<file path="config.mk">
export PLATFORM = sky130hd
export DESIGN_NAME = utf8_stream_decoder
export DESIGN_NICKNAME = d
export VERILOG_FILES = /design/src/hdl/usd_pkg.sv /design/src/hdl/utf8_stream_decoder.sv /design/src/hdl/usd_step.sv /design/src/hdl/usd_skid.sv
export SDC_FILE = /design/constraint.sdc
export NUM_CORES = 1
export LEC_CHECK = 0
export ABC_CLOCK_PERIOD_IN_PS = 24800
export BUFFER_PORTS_ARGS = -buffer_cell sky130_fd_sc_hd__buf_2
export CAP_MARGIN = 10
export CORE_ASPECT_RATIO = 1.4
export CORE_MARGIN = 5
export CORE_UTILIZATION = 65
export CTS_BUF_LIST = sky130_fd_sc_hd__clkbuf_8
export CTS_CLUSTER_DIAMETER = 80
export DETAILED_ROUTE_END_ITERATION = 8
export PLACE_DENSITY = 0.87
export SKIP_LAST_GASP = 1
export SLEW_MARGIN = 40
export SYNTH_ARGS = -nofsm -noshare
export SYNTH_HDL_FRONTEND = slang
export SYNTH_SLANG_ARGS = --single-unit
</file>
<file path="constraint.sdc">
create_clock -name clk -period 24.8 [get_ports clk]
set_input_delay 3.72 -clock clk [delete_from_list [all_inputs] [get_ports clk]]
set_output_delay 3.72 -clock clk [all_outputs]
set_load 0.02 [all_outputs]
</file>
<file path="src/hdl/usd_pkg.sv">
`timescale 1ns / 1ps

package usd_pkg;

  localparam int COUNT_BITS_DEF = 24;
  localparam int CFG_IDX_W      = 1;
  localparam int CFG_DATA_W     = 24;
  localparam int LIMIT_W        = 24;
  localparam int USER_W         = 3;

  // register indexes on the config channel
  localparam logic [CFG_IDX_W-1:0] REG_LIMIT_ENABLE   = 1'b0;
  localparam logic [CFG_IDX_W-1:0] REG_MAX_CODEPOINTS = 1'b1;

  // stop reasons
  localparam logic [1:0] REASON_END_OF_INPUT = 2'd0;
  localparam logic [1:0] REASON_LIMIT        = 2'd1;
  localparam logic [1:0] REASON_MALFORMED    = 2'd2;

  typedef struct packed {
    logic               limit_enable;
    logic [LIMIT_W-1:0] max_codepoints;
  } cfg_regs_t;

  // result word width: codepoint, length, both counters, padded to bytes
  function automatic int data_width(input int count_bits);
    return ((21 + 3 + count_bits + count_bits + 2 + 7) / 8) * 8;
  endfunction

endpackage

</file>
<file path="src/hdl/utf8_stream_decoder.sv">
`timescale 1ns / 1ps
// channel   dir  handshake                word
// s_*       in   s_tvalid / s_tready      tdata = data_byte, tlast = end_of_string
// m_*       out  m_tvalid / m_tready      tdata = code point and counters, tuser = flags,
//                                         tlast = stopped
// cfg_*     in   cfg_valid / cfg_ready    cfg_index selects the register, cfg_data its value
//
// one byte per cycle while s_tready is high; a byte's result word, if any, is on m_tdata
// the cycle after it is taken unless an earlier word still waits; the decode state
// updates in the same cycle the byte is taken; a two-entry buffer keeps s_tready registered
// s_tready drops only when both output entries are full; cfg_ready is always high
// rst is synchronous: decode state, counters and registers clear to zero

module utf8_stream_decoder
  import usd_pkg::*;
#(
  parameter int COUNT_BITS = COUNT_BITS_DEF
) (
  input  logic                             clk,
  input  logic                             rst,
  input  logic                             s_tvalid,
  output logic                             s_tready,
  input  logic [7:0]                       s_tdata,   // data_byte
  input  logic                             s_tlast,
  output logic                             m_tvalid,
  input  logic                             m_tready,
  // codepoint[20:0], sequence_length, codepoints_so_far, bytes_so_far, zero pad
  output logic [data_width(COUNT_BITS)-1:0] m_tdata,
  output logic [USER_W-1:0]                m_tuser,   // has_codepoint, stop_reason[1:0]
  output logic                             m_tlast,
  input  logic                             cfg_valid,
  output logic                             cfg_ready,
  input  logic [CFG_IDX_W-1:0]             cfg_index,
  input  logic [CFG_DATA_W-1:0]            cfg_data
);

  localparam int DATA_W = data_width(COUNT_BITS);
  localparam int WORD_W = DATA_W + USER_W + 1;

  cfg_regs_t         cfg;
  logic              take;
  logic              res_valid;
  logic [DATA_W-1:0] res_data;
  logic [USER_W-1:0] res_user;
  logic              res_last;
  logic [WORD_W-1:0] out_word;

  assign cfg_ready = 1'b1;
  assign take      = s_tvalid && s_tready;

  always_ff @(posedge clk) begin
    if (rst) begin
      cfg.limit_enable   <= 1'b0;
      cfg.max_codepoints <= '0;
    end else if (cfg_valid && cfg_ready) begin
      unique case (cfg_index)
        REG_LIMIT_ENABLE:   cfg.limit_enable   <= cfg_data[0];
        REG_MAX_CODEPOINTS: cfg.max_codepoints <= cfg_data[LIMIT_W-1:0];
        default: ;
      endcase
    end
  end

  usd_step #(
    .COUNT_BITS(COUNT_BITS),
    .DATA_W    (DATA_W)
  ) u_step (
    .clk          (clk),
    .rst          (rst),
    .in_take      (take),
    .data_byte    (s_tdata),
    .end_of_string(s_tlast),
    .cfg          (cfg),
    .res_valid    (res_valid),
    .res_data     (res_data),
    .res_user     (res_user),
    .res_last     (res_last)
  );

  usd_skid #(
    .WIDTH(WORD_W)
  ) u_skid (
    .clk      (clk),
    .rst      (rst),
    .push     (res_valid),
    .push_word({res_last, res_user, res_data}),
    .in_ready (s_tready),
    .out_valid(m_tvalid),
    .out_word (out_word),
    .out_ready(m_tready)
  );

  assign m_tdata = out_word[DATA_W-1:0];
  assign m_tuser = out_word[DATA_W +: USER_W];
  assign m_tlast = out_word[WORD_W-1];

endmodule

</file>
<file path="src/hdl/usd_step.sv">
`timescale 1ns / 1ps

module usd_step
  import usd_pkg::*;
#(
  parameter int COUNT_BITS = COUNT_BITS_DEF,
  parameter int DATA_W     = data_width(COUNT_BITS)
) (
  input  logic              clk,
  input  logic              rst,
  input  logic              in_take,
  input  logic [7:0]        data_byte,
  input  logic              end_of_string,
  input  cfg_regs_t         cfg,
  output logic              res_valid,
  output logic [DATA_W-1:0] res_data,
  output logic [USER_W-1:0] res_user,
  output logic              res_last
);

  localparam int BYTE_BITS = COUNT_BITS + 2;
  localparam int RAW_W     = 21 + 3 + COUNT_BITS + BYTE_BITS;
  localparam int CMP_W     = (COUNT_BITS > LIMIT_W) ? COUNT_BITS : LIMIT_W;

  logic [20:0]          partial_value, partial_value_next;
  logic [2:0]           expected_length, expected_length_next;
  logic [2:0]           bytes_seen, bytes_seen_next;
  logic                 bad_pending, bad_pending_next;
  logic                 discarding, discarding_next;
  logic [COUNT_BITS-1:0] codepoint_total, codepoint_total_next;
  logic [BYTE_BITS-1:0]  byte_total, byte_total_next;

  logic                 has, stop;
  logic [1:0]           reason;
  logic [20:0]          cp;
  logic [2:0]           len;
  logic [2:0]           lead_len;
  logic [20:0]          lead_payload;
  logic [20:0]          shifted;
  logic [2:0]           seen_inc;
  logic [20:0]          min_value;
  logic                 seq_ok;
  logic                 at_limit;
  logic [BYTE_BITS:0]   byte_sum;
  logic [RAW_W-1:0]     raw;
  // counters as reported: after this byte's update, before the end-of-string clear
  logic [COUNT_BITS-1:0] cp_report;
  logic [BYTE_BITS-1:0]  bt_report;

  always_comb begin
    lead_len     = 3'd0;
    lead_payload = '0;
    if (data_byte[7] == 1'b0) begin
      lead_len = 3'd1; lead_payload = {14'd0, data_byte[6:0]};
    end else if (data_byte[7:5] == 3'b110) begin
      lead_len = 3'd2; lead_payload = {16'd0, data_byte[4:0]};
    end else if (data_byte[7:4] == 4'b1110) begin
      lead_len = 3'd3; lead_payload = {17'd0, data_byte[3:0]};
    end else if (data_byte[7:3] == 5'b11110) begin
      lead_len = 3'd4; lead_payload = {18'd0, data_byte[2:0]};
    end
  end

  always_comb begin
    unique case (expected_length)
      3'd2:    min_value = 21'h00080;
      3'd3:    min_value = 21'h00800;
      3'd4:    min_value = 21'h10000;
      default: min_value = 21'h00000;
    endcase
  end

  assign shifted  = {partial_value[14:0], data_byte[5:0]};
  assign seen_inc = bytes_seen + 3'd1;
  assign seq_ok   = !bad_pending && (data_byte[7:6] == 2'b10)
                    && (expected_length <= 3'd4) && (shifted >= min_value)
                    && !(shifted >= 21'h00D800 && shifted <= 21'h00DFFF)
                    && (shifted <= 21'h10FFFF);
  assign at_limit = cfg.limit_enable
                    && (CMP_W'(codepoint_total) >= CMP_W'(cfg.max_codepoints));

  always_comb begin
    has                  = 1'b0;
    stop                 = 1'b0;
    reason               = REASON_END_OF_INPUT;
    cp                   = '0;
    len                  = '0;
    partial_value_next   = partial_value;
    expected_length_next = expected_length;
    bytes_seen_next      = bytes_seen;
    bad_pending_next     = bad_pending;
    discarding_next      = discarding;
    codepoint_total_next = codepoint_total;
    byte_total_next      = byte_total;
    byte_sum             = '0;

    if (!discarding) begin
      if (expected_length == 3'd0) begin
        if (at_limit) begin
          stop   = 1'b1;
          reason = REASON_LIMIT;
        end else if (lead_len == 3'd0) begin
          stop   = 1'b1;
          reason = REASON_MALFORMED;
        end else if (lead_len == 3'd1) begin
          has = 1'b1;
          cp  = lead_payload;
          len = 3'd1;
        end else begin
          expected_length_next = lead_len;
          bytes_seen_next      = 3'd1;
          partial_value_next   = lead_payload;
          bad_pending_next     = 1'b0;
        end
      end else begin
        // continuation byte, checked once the announced length is reached
        partial_value_next = shifted;
        bytes_seen_next    = seen_inc;
        if (data_byte[7:6] != 2'b10) bad_pending_next = 1'b1;
        if (seen_inc >= expected_length) begin
          expected_length_next = '0;
          bytes_seen_next      = '0;
          partial_value_next   = '0;
          bad_pending_next     = 1'b0;
          if (seq_ok) begin
            has = 1'b1;
            cp  = shifted;
            len = expected_length;
          end else begin
            stop   = 1'b1;
            reason = REASON_MALFORMED;
          end
        end
      end

      if (has) begin
        if (codepoint_total != '1) codepoint_total_next = codepoint_total + 1'b1;
        byte_sum = {1'b0, byte_total} + (BYTE_BITS + 1)'(len);
        byte_total_next = byte_sum[BYTE_BITS] ? '1 : byte_sum[BYTE_BITS-1:0];
      end

      if (!stop && end_of_string) begin
        stop   = 1'b1;
        reason = REASON_END_OF_INPUT;
      end

      if (stop) begin
        expected_length_next = '0;
        bytes_seen_next      = '0;
        partial_value_next   = '0;
        bad_pending_next     = 1'b0;
        discarding_next      = 1'b1;
      end
    end

    // end flag always closes the string
    if (end_of_string) begin
      partial_value_next   = '0;
      expected_length_next = '0;
      bytes_seen_next      = '0;
      bad_pending_next     = 1'b0;
      discarding_next      = 1'b0;
      codepoint_total_next = '0;
      byte_total_next      = '0;
    end
  end

  always_comb begin
    cp_report = codepoint_total;
    bt_report = byte_total;
    if (has) begin
      if (codepoint_total != '1) cp_report = codepoint_total + 1'b1;
      bt_report = byte_sum[BYTE_BITS] ? '1 : byte_sum[BYTE_BITS-1:0];
    end
  end

  assign raw       = {bt_report, cp_report, len, cp};
  assign res_valid = in_take && !discarding && (has || stop);
  assign res_data  = DATA_W'(raw);
  assign res_user  = {reason, has};
  assign res_last  = stop;

  always_ff @(posedge clk) begin
    if (rst) begin
      partial_value   <= '0;
      expected_length <= '0;
      bytes_seen      <= '0;
      bad_pending     <= 1'b0;
      discarding      <= 1'b0;
      codepoint_total <= '0;
      byte_total      <= '0;
    end else if (in_take) begin
      partial_value   <= partial_value_next;
      expected_length <= expected_length_next;
      bytes_seen      <= bytes_seen_next;
      bad_pending     <= bad_pending_next;
      discarding      <= discarding_next;
      codepoint_total <= codepoint_total_next;
      byte_total      <= byte_total_next;
    end
  end

endmodule

</file>
<file path="src/hdl/usd_skid.sv">
`timescale 1ns / 1ps

module usd_skid #(
  parameter int WIDTH = 8
) (
  input  logic             clk,
  input  logic             rst,
  input  logic             push,
  input  logic [WIDTH-1:0] push_word,
  output logic             in_ready,
  output logic             out_valid,
  output logic [WIDTH-1:0] out_word,
  input  logic             out_ready
);

  logic             main_valid;
  logic             spare_valid;
  logic [WIDTH-1:0] main_word;
  logic [WIDTH-1:0] spare_word;
  logic             pop;

  assign in_ready  = !spare_valid;
  assign out_valid = main_valid;
  assign out_word  = main_word;
  assign pop       = main_valid && out_ready;

  always_ff @(posedge clk) begin
    if (rst) begin
      main_valid  <= 1'b0;
      spare_valid <= 1'b0;
    end else if (pop) begin
      if (spare_valid) begin
        main_valid  <= 1'b1;
        spare_valid <= 1'b0;
      end else begin
        main_valid <= push;
      end
    end else if (push) begin
      if (!main_valid) main_valid <= 1'b1;
      else spare_valid <= 1'b1;
    end
  end

  always_ff @(posedge clk) begin
    if (pop) begin
      if (spare_valid) main_word <= spare_word;
      else if (push) main_word <= push_word;
    end else if (push) begin
      if (!main_valid) main_word <= push_word;
      else spare_word <= push_word;
    end
  end

endmodule
</file>
==> results.txt, run 1 <==
Critical path type = in2reg
Initial antenna violation count = 0
Hold Crit Class = reg2reg
CTS tree = built
Clock transition at path regs = 0.07 ns
Sink Count = 256
Slowest Stage Delay on Critical Path = 0.53 ns
Vias in the first global route = 9911
Synth top cells by count = 173 x nand2_1, 156 x edfxtp_1, 105 x a21oi_1
Synthesis-to-finish area growth = 12.1%
Port bufs = 118
Clock Tree Buf Depth = 3
Max-slew violation count = 0
Hold_buf cts = 0
Met3 GRT Util = 3.97%
Count leader, synth = nand2_1
Slowest-stage cell, CP = nor3_2
Crit path max fanout = 15
Post-Route WL = 30.6 mm
Largest net degree at the start of global routing = 61
Max_slew headroom = 41.5%
PwrDens = 66.4 nW/µm²
Post-DR wirelength/cell = 18.9 µm
Total grt overflow = 0
Starting density of the core = 65.5%
RSZ-0062 raised after global routing = false
Mapped Cells = 1239
Die Ht = 174 µm
Crit path cell chain = buf_2, nor4b_1, a21oi_1, o2111ai_1, nand4_1, nor2_1, nand2_1, a21boi_0, ha_1, inv_1, fa_1, nor2b_1, o2111ai_1, nor3_2, and3b_1, a21oi_1, buf_4, and3_1, o31ai_1
Req. time, crit path = 25.17 ns
Status = completed
Via count = 10100
Tmin final = 8.11 ns
Placer Congestion = 0.935
Num rows = 60
Core area = 19100 µm²
Vias per cell = 6.24
Worst slew pin tran = 0.877 ns
GRT Total Usage = 27.2%
Met1 global-route usage = 32.2%
Antenna Cells = 0
Async S/R FF share, synth = 0%
Flop2flop setup slack = 19.06 ns
Maximum vdd drop = 0.0404 mV
Met2 Resource Use GR = 46.7%
Die width = 127 µm
Detailed Place HPWL = 20.8 mm
Achievable Freq = 123 MHz
DR iter-0 viols = 896
CTS buffer count = 38
Most Used Layer, Global Route = met2
Period Utilization, post-route = 32.7%
First-pass GRT wire length = 49.0 mm
H-tree levels = 2
Skew final = 0.0351 ns
# resized after CTS = 0
# nets final = 1416
Distinct cell type count after synthesis = 71
Final ANT Viol Nets = 0
Die area = 22200 µm²
Avg Inst Size Synth = 10.1 µm²
Synth top area share = 37.3%
Boundary Pins = 126
Setup TNS = 0 ns
Sequential area share after synthesis = 53.3%
Drc violations = 0
Data arrival, critical path = 8.49 ns
Max-Cap Viols = 0
EDFF count, synth = 156
Synth top area cells = edfxtp_1 37%, dfxtp_1 16%, nand2_1 5.2%, a21oi_1 4.2%, mux2_2 3.8%
Final setup violating endpoints = 0
CP startpoint kind = input port
CP Capture Type = register
Worst skew pair latency = 0.55 ns
Yosys warns = 0
Yosys top cell by area = edfxtp_1
Ratio of cells with drive above 1 in the final layout = 18.1%
Hold_ws = 0.454 ns
Final hold vios = 0
Mapped Area = 12500 µm²
Drt first pass iters = 7
Yosys reg bits = 256
Setup bufs post-CTS = 0
Root buf cell = clkbuf_8
Top_reg_cell synth = edfxtp_1
Pleak = 5.67 nW
[worst paths after layout]
check | from | endpoint | depth (start not counted)
hold / removal | cfg[3] | cfg[3] | 2
hold reg to reg | cfg[3] | cfg[3] | 2
setup reg to reg | u_step.codepoint_total[0] | u_skid.out_word[66] | 19
setup / recovery | s_tdata[1] | u_skid.out_word[66] | 19
[cell type report]
| type | count | area (µm²) |
|---|---|---|
| clock buffer | 42 | 578 |
| clock inverter | 27 | 160 |
| fill | 1352 | 5080 |
| inverter | 55 | 209 |
| multi-input combinational | 859 | 5390 |
| sequential | 256 | 6690 |
| tap | 248 | 310 |
| timing repair buffer | 131 | 731 |
[logic make-up (layout without fill, tap and decap cells)]
logic type,Yosys count,count (layout),share of synthesized area [%]
flip-flops,256,256,53.3
other,2,7,0.0599
AO/OA/AOI/OAI,321,321,16.0
XOR/XNOR,19,19,1.33
AND/OR/NAND/NOR,425,425,16.6
multiplexers,51,51,4.57
buffers and inverters,129,255,4.43
adder cells (fa/ha/maj),36,36,3.65
[state kept, by name, indices dropped and copies added (netlist names)]
register	cells
u_skid.out_word	78
u_skid.spare_word	78
u_step.byte_total	26
cfg	25
u_step.codepoint_total	24
u_step.partial_value	15
u_step.bytes_seen	3
u_step.expected_length	3
u_skid.out_valid	1
u_skid.spare_valid	1
u_step.bad_pending	1
u_step.discarding	1
[through the flow]
| stage | setup slack [ns] | power (W) | area [µm²] | util [%] | cells |
|---|---|---|---|---|---|
| after floorplan | 13.64 | 0.000565 | 12600 | - | 1244 |
| final | 16.69 | 0.000933 | 14100 | 73.5 | 1618 |
| after global placement | 16.19 | 0.000599 | 13200 | 69.1 | 1545 |
| after global routing | 16.19 | 0.000968 | 14100 | 73.5 | 1618 |
| after detailed placement | 15.89 | 0.000604 | 13300 | 69.6 | 1549 |
| after CTS | 16.45 | 0.000937 | 14100 | 73.4 | 1618 |
[critical path, delay by kind of cell]
kind,cells,cell delay [ns]
compound gates,6,1.28
fa+ha+maj,2,0.63
buf+inv,3,0.41
simple gates,8,2.46
[placed cells by master, fill, tap and decap left out, drive strengths merged, types with 6 or more instances in the layout]
master	count
a21o	19
a21oi	106
a22o	19
a31oi	15
and2	17
and3	43
and4	6
buf	131
clkbuf	42
clkinv	11
conb	7
dfxtp	100
edfxtp	156
ha	35
inv	68
mux2	44
mux2i	7
nand2	173
nand2b	8
nand3	22
nand4	25
nor2	64
nor3	23
nor3b	8
o21a	7
o21ai	97
o31ai	28
or3	15
xnor2	15
[power by group]
part,switching [W],total [W],internal (W)
registers,0.00000840,0.000480,0.000472
clock network,0.000160,0.000337,0.000176
logic,0.0000827,0.000116,0.0000337
[layer usage]
metal,share of wire [%],wire length [µm]
met1,38,11500
met2,50,15400
met3,6.9,2110
met4,5.4,1650
met5,0,0
No activity file was read; power rests on OpenSTA's default activity.
==> run 2: changes to the inputs <==
--- a/config.mk
+++ b/config.mk
@@ -5,16 +5,17 @@
 export SDC_FILE = /design/constraint.sdc
 export NUM_CORES = 1
 export LEC_CHECK = 0
-export ABC_CLOCK_PERIOD_IN_PS = 24800
+export ABC_AREA = 1
+export ABC_CLOCK_PERIOD_IN_PS = 6750
 export BUFFER_PORTS_ARGS = -buffer_cell sky130_fd_sc_hd__buf_2
 export CAP_MARGIN = 10
 export CORE_ASPECT_RATIO = 1.4
 export CORE_MARGIN = 5
-export CORE_UTILIZATION = 65
+export CORE_UTILIZATION = 56
 export CTS_BUF_LIST = sky130_fd_sc_hd__clkbuf_8
 export CTS_CLUSTER_DIAMETER = 80
 export DETAILED_ROUTE_END_ITERATION = 8
-export PLACE_DENSITY = 0.87
+export PLACE_DENSITY = 0.79
 export SKIP_LAST_GASP = 1
 export SLEW_MARGIN = 40
 export SYNTH_ARGS = -nofsm -noshare
==> constraint.sdc (replaced) <==
create_clock -name clk -period 6.75 [get_ports clk]
set_input_delay 1.0125 -clock clk [delete_from_list [all_inputs] [get_ports clk]]
set_output_delay 1.0125 -clock clk [all_outputs]
set_load 0.02 [all_outputs]
==> run 2 against run 1 <==
  * Critical path depth grew 6
  * Sequential share of layout area down 1.7 points
  * Worst hold slack improved by 0.011 ns
  * Synthesized area grew 4.2%
  * Non-clock buffer count down 6
  * Final cell count is 23% higher
  * Clock power grew to 4.1 times the previous value
  * Sequential power rose to 4.3 times the previous value
  * Critical path type is now reg2reg
==> results.txt, run 2 <==
Synth top area share = 35.8%
Routed length on met1 = 12.3 mm
Max-slew violation count = 0
Max_slew headroom = 46.9%
Vias per cell = 5.38
Cells on worst reg2reg path = 25
Tot Pwr = 0.00468 W
CTS buffer count = 38
Num rows = 66
Setup bufs post-CTS = 0
Met2 Routed Length = 15.9 mm
Drt first pass iters = 5
# nets final = 1735
Placer Congestion = 0.950
Pleak = 6.29 nW
Worst slew pin tran = 0.797 ns
Setup WS post-layout = 2.00 ns
Status = completed
Clock share of power = 29.4%
Total grt overflow = 0
Worst slack at placement = 1.93 ns
DP Area = 13700 µm²
DR iter-0 viols = 699
Mapped Area = 13100 µm²
Met3 WL = 1.68 mm
Synthesis-to-finish area growth = 11.7%
First-pass GRT wire length = 49.8 mm
Crit path max fanout = 18
Detailed Place HPWL = 21.0 mm
Worst skew pair latency = 0.54 ns
Flop2flop setup slack = 2.00 ns
EDFF count, synth = 156
Root buf cell = clkbuf_8
Period Utilization, post-route = 70.3%
Yosys top cell by area = edfxtp_1
Hold_buf cts = 0
Initial antenna violation count = 0
CP startpoint kind = register
Yosys warns = 0
Via count = 10700
Die area = 26500 µm²
Antenna Cells = 0
Drc violations = 0
Sequential area share after synthesis = 51.2%
Internal = 0.00308 W
Sink Count = 256
Hold Crit Class = reg2reg
CP Capture Type = register
Avg Inst Size Synth = 8.34 µm²
CTS tree = built
RSZ-0062 raised after global routing = false
Reported net switching power = 0.00160 W
Top layer in use = met4
Finished Cell Area = 14600 µm²
Data arrival, critical path = 5.00 ns
Async S/R FF share, synth = 0%
Yosys reg bits = 256
Starting density of the core = 56.5%
Count leader, synth = nand2_1
Core area = 23100 µm²
Final hold vios = 0
Synth top area cells = edfxtp_1 36%, dfxtp_1 15%, nand2_1 12%, inv_1 5.2%, a21oi_1 4.5%
Largest net degree at the start of global routing = 95
WHS Path Cells = 2
Final ANT Viol Nets = 0
Clock transition at path regs = 0.07 ns
Most common cell after layout, fill and taps aside = nand2_1
Reg power frac = 43.5%
Post-DR wirelength/cell = 15.5 µm
PwrDens = 320 nW/µm²
Top_reg_cell synth = edfxtp_1
Ratio of cells with drive above 1 in the final layout = 14.0%
Maximum vdd drop = 0.162 mV
GRT Total Usage = 22.8%
Clock Tree Buf Depth = 3
Max-Cap Viols = 0
Commonest non-fill, non-tap cells in the layout = 424 x nand2_1, 190 x inv_1, 156 x edfxtp_1
Req. time, crit path = 7.00 ns
Boundary Pins = 126
Synth top cells by count = 427 x nand2_1, 181 x inv_1, 156 x edfxtp_1
Post-Route WL = 30.9 mm
Final setup violating endpoints = 0
Vias in the first global route = 10400
Skew final = 0.0356 ns
Distinct cell type count after synthesis = 46
Mapped Cells = 1566
Critical path type = reg2reg
Final design utilization = 63.1%
Sw Share = 34.2%
H-tree levels = 2
Tmin final = 4.75 ns
Combinational power share = 27.1%
Die Ht = 191 µm
Port bufs = 118
Setup TNS = 0 ns
Achievable Freq = 211 MHz
# resized after CTS = 0
Die width = 139 µm
[run 2: cell count changes after synthesis, moves of 43 or more]
cell,before,now
o21ai_1,12,59
nand2_1,173,427
nand3_1,22,98
and3_1,43,0
inv_1,54,181
nor2_1,63,121
[run 2: layout make-up]
| type | instances | area [µm²] |
|---|---|---|
| Fill cell | 1990 | 8530 |
| Clock inverter | 23 | 200 |
| Tap cell | 306 | 383 |
| Sequential cell | 256 | 6690 |
| Timing Repair Buffer | 125 | 659 |
| Inverter | 184 | 696 |
| Multi-Input combinational cell | 1055 | 5320 |
| Clock buffer | 47 | 647 |
[run 2: logic make-up after synthesis]
| logic type | share of synthesized area (%) |
|---|---|
| AND/OR/NAND/NOR | 23.8 |
| buffers and inverters | 8.59 |
| flip-flops | 51.2 |
| AO/OA/AOI/OAI | 9.55 |
| adder cells (fa/ha/maj) | 3.50 |
| XOR/XNOR | 1.94 |
| multiplexers | 1.37 |
| other | 0.0575 |
[run 2: path summary, 6_finish.rpt]
kind                              from             endpoint
min                            cfg[17]              cfg[17]
min reg2reg                    cfg[17]              cfg[17]
max reg2reg  u_step.expected_length[0]  u_skid.out_word[68]
max          u_step.expected_length[0]  u_skid.out_word[68]
[run 2: metal layers]
| metal | vias to the layer above | GRT usage, % |
|---|---|---|
| met5 | - | 0 |
| met4 | 0 | 9.15 |
| met3 | 81 | 3.59 |
| met2 | 350 | 42.9 |
| met1 | 4982 | 25.8 |
| li1 | 5322 | - |
[run 2: metrics by stage]
stage,cells,hold WS [ns]
after floorplan,1571,0.435
after global placement,1925,0.445
after detailed placement,1925,0.455
after CTS,1995,0.465
after global routing,1996,0.479
final,1996,0.464
[run 2: power groups by stage]
stage	sequential [W]	combinational (W)	clock, W
final	0.00204	0.00127	0.00137
after global routing	0.00205	0.00139	0.00147
after CTS	0.00204	0.00126	0.00140
after detailed placement	0.00207	0.00126	0
after global placement	0.00207	0.00123	0
after floorplan	0.00224	0.000773	0
[run 2: critical path: stages, from the launching register on]
cell and delay [ns]:
dfxtp_1 0.39, nor2_2 0.18, nand2_1 0.10, ha_1 0.32, inv_1 0.05, nor2_1 0.13
nand2_1 0.07, nor2_1 0.10, nand3_1 0.08, nand3_1 0.13, nand3_4 0.21, nand2_2 0.13
o21ai_0 0.09, nor2_1 0.17, ha_1 0.19, inv_1 0.06, fa_1 0.40, o21ai_1 0.33
nand2_1 0.23, nor3_1 0.37, inv_1 0.08, nor2_1 0.15, xor2_1 0.16, nand2_1 0.08
o21ai_1 0.20, o21ai_1 0.08
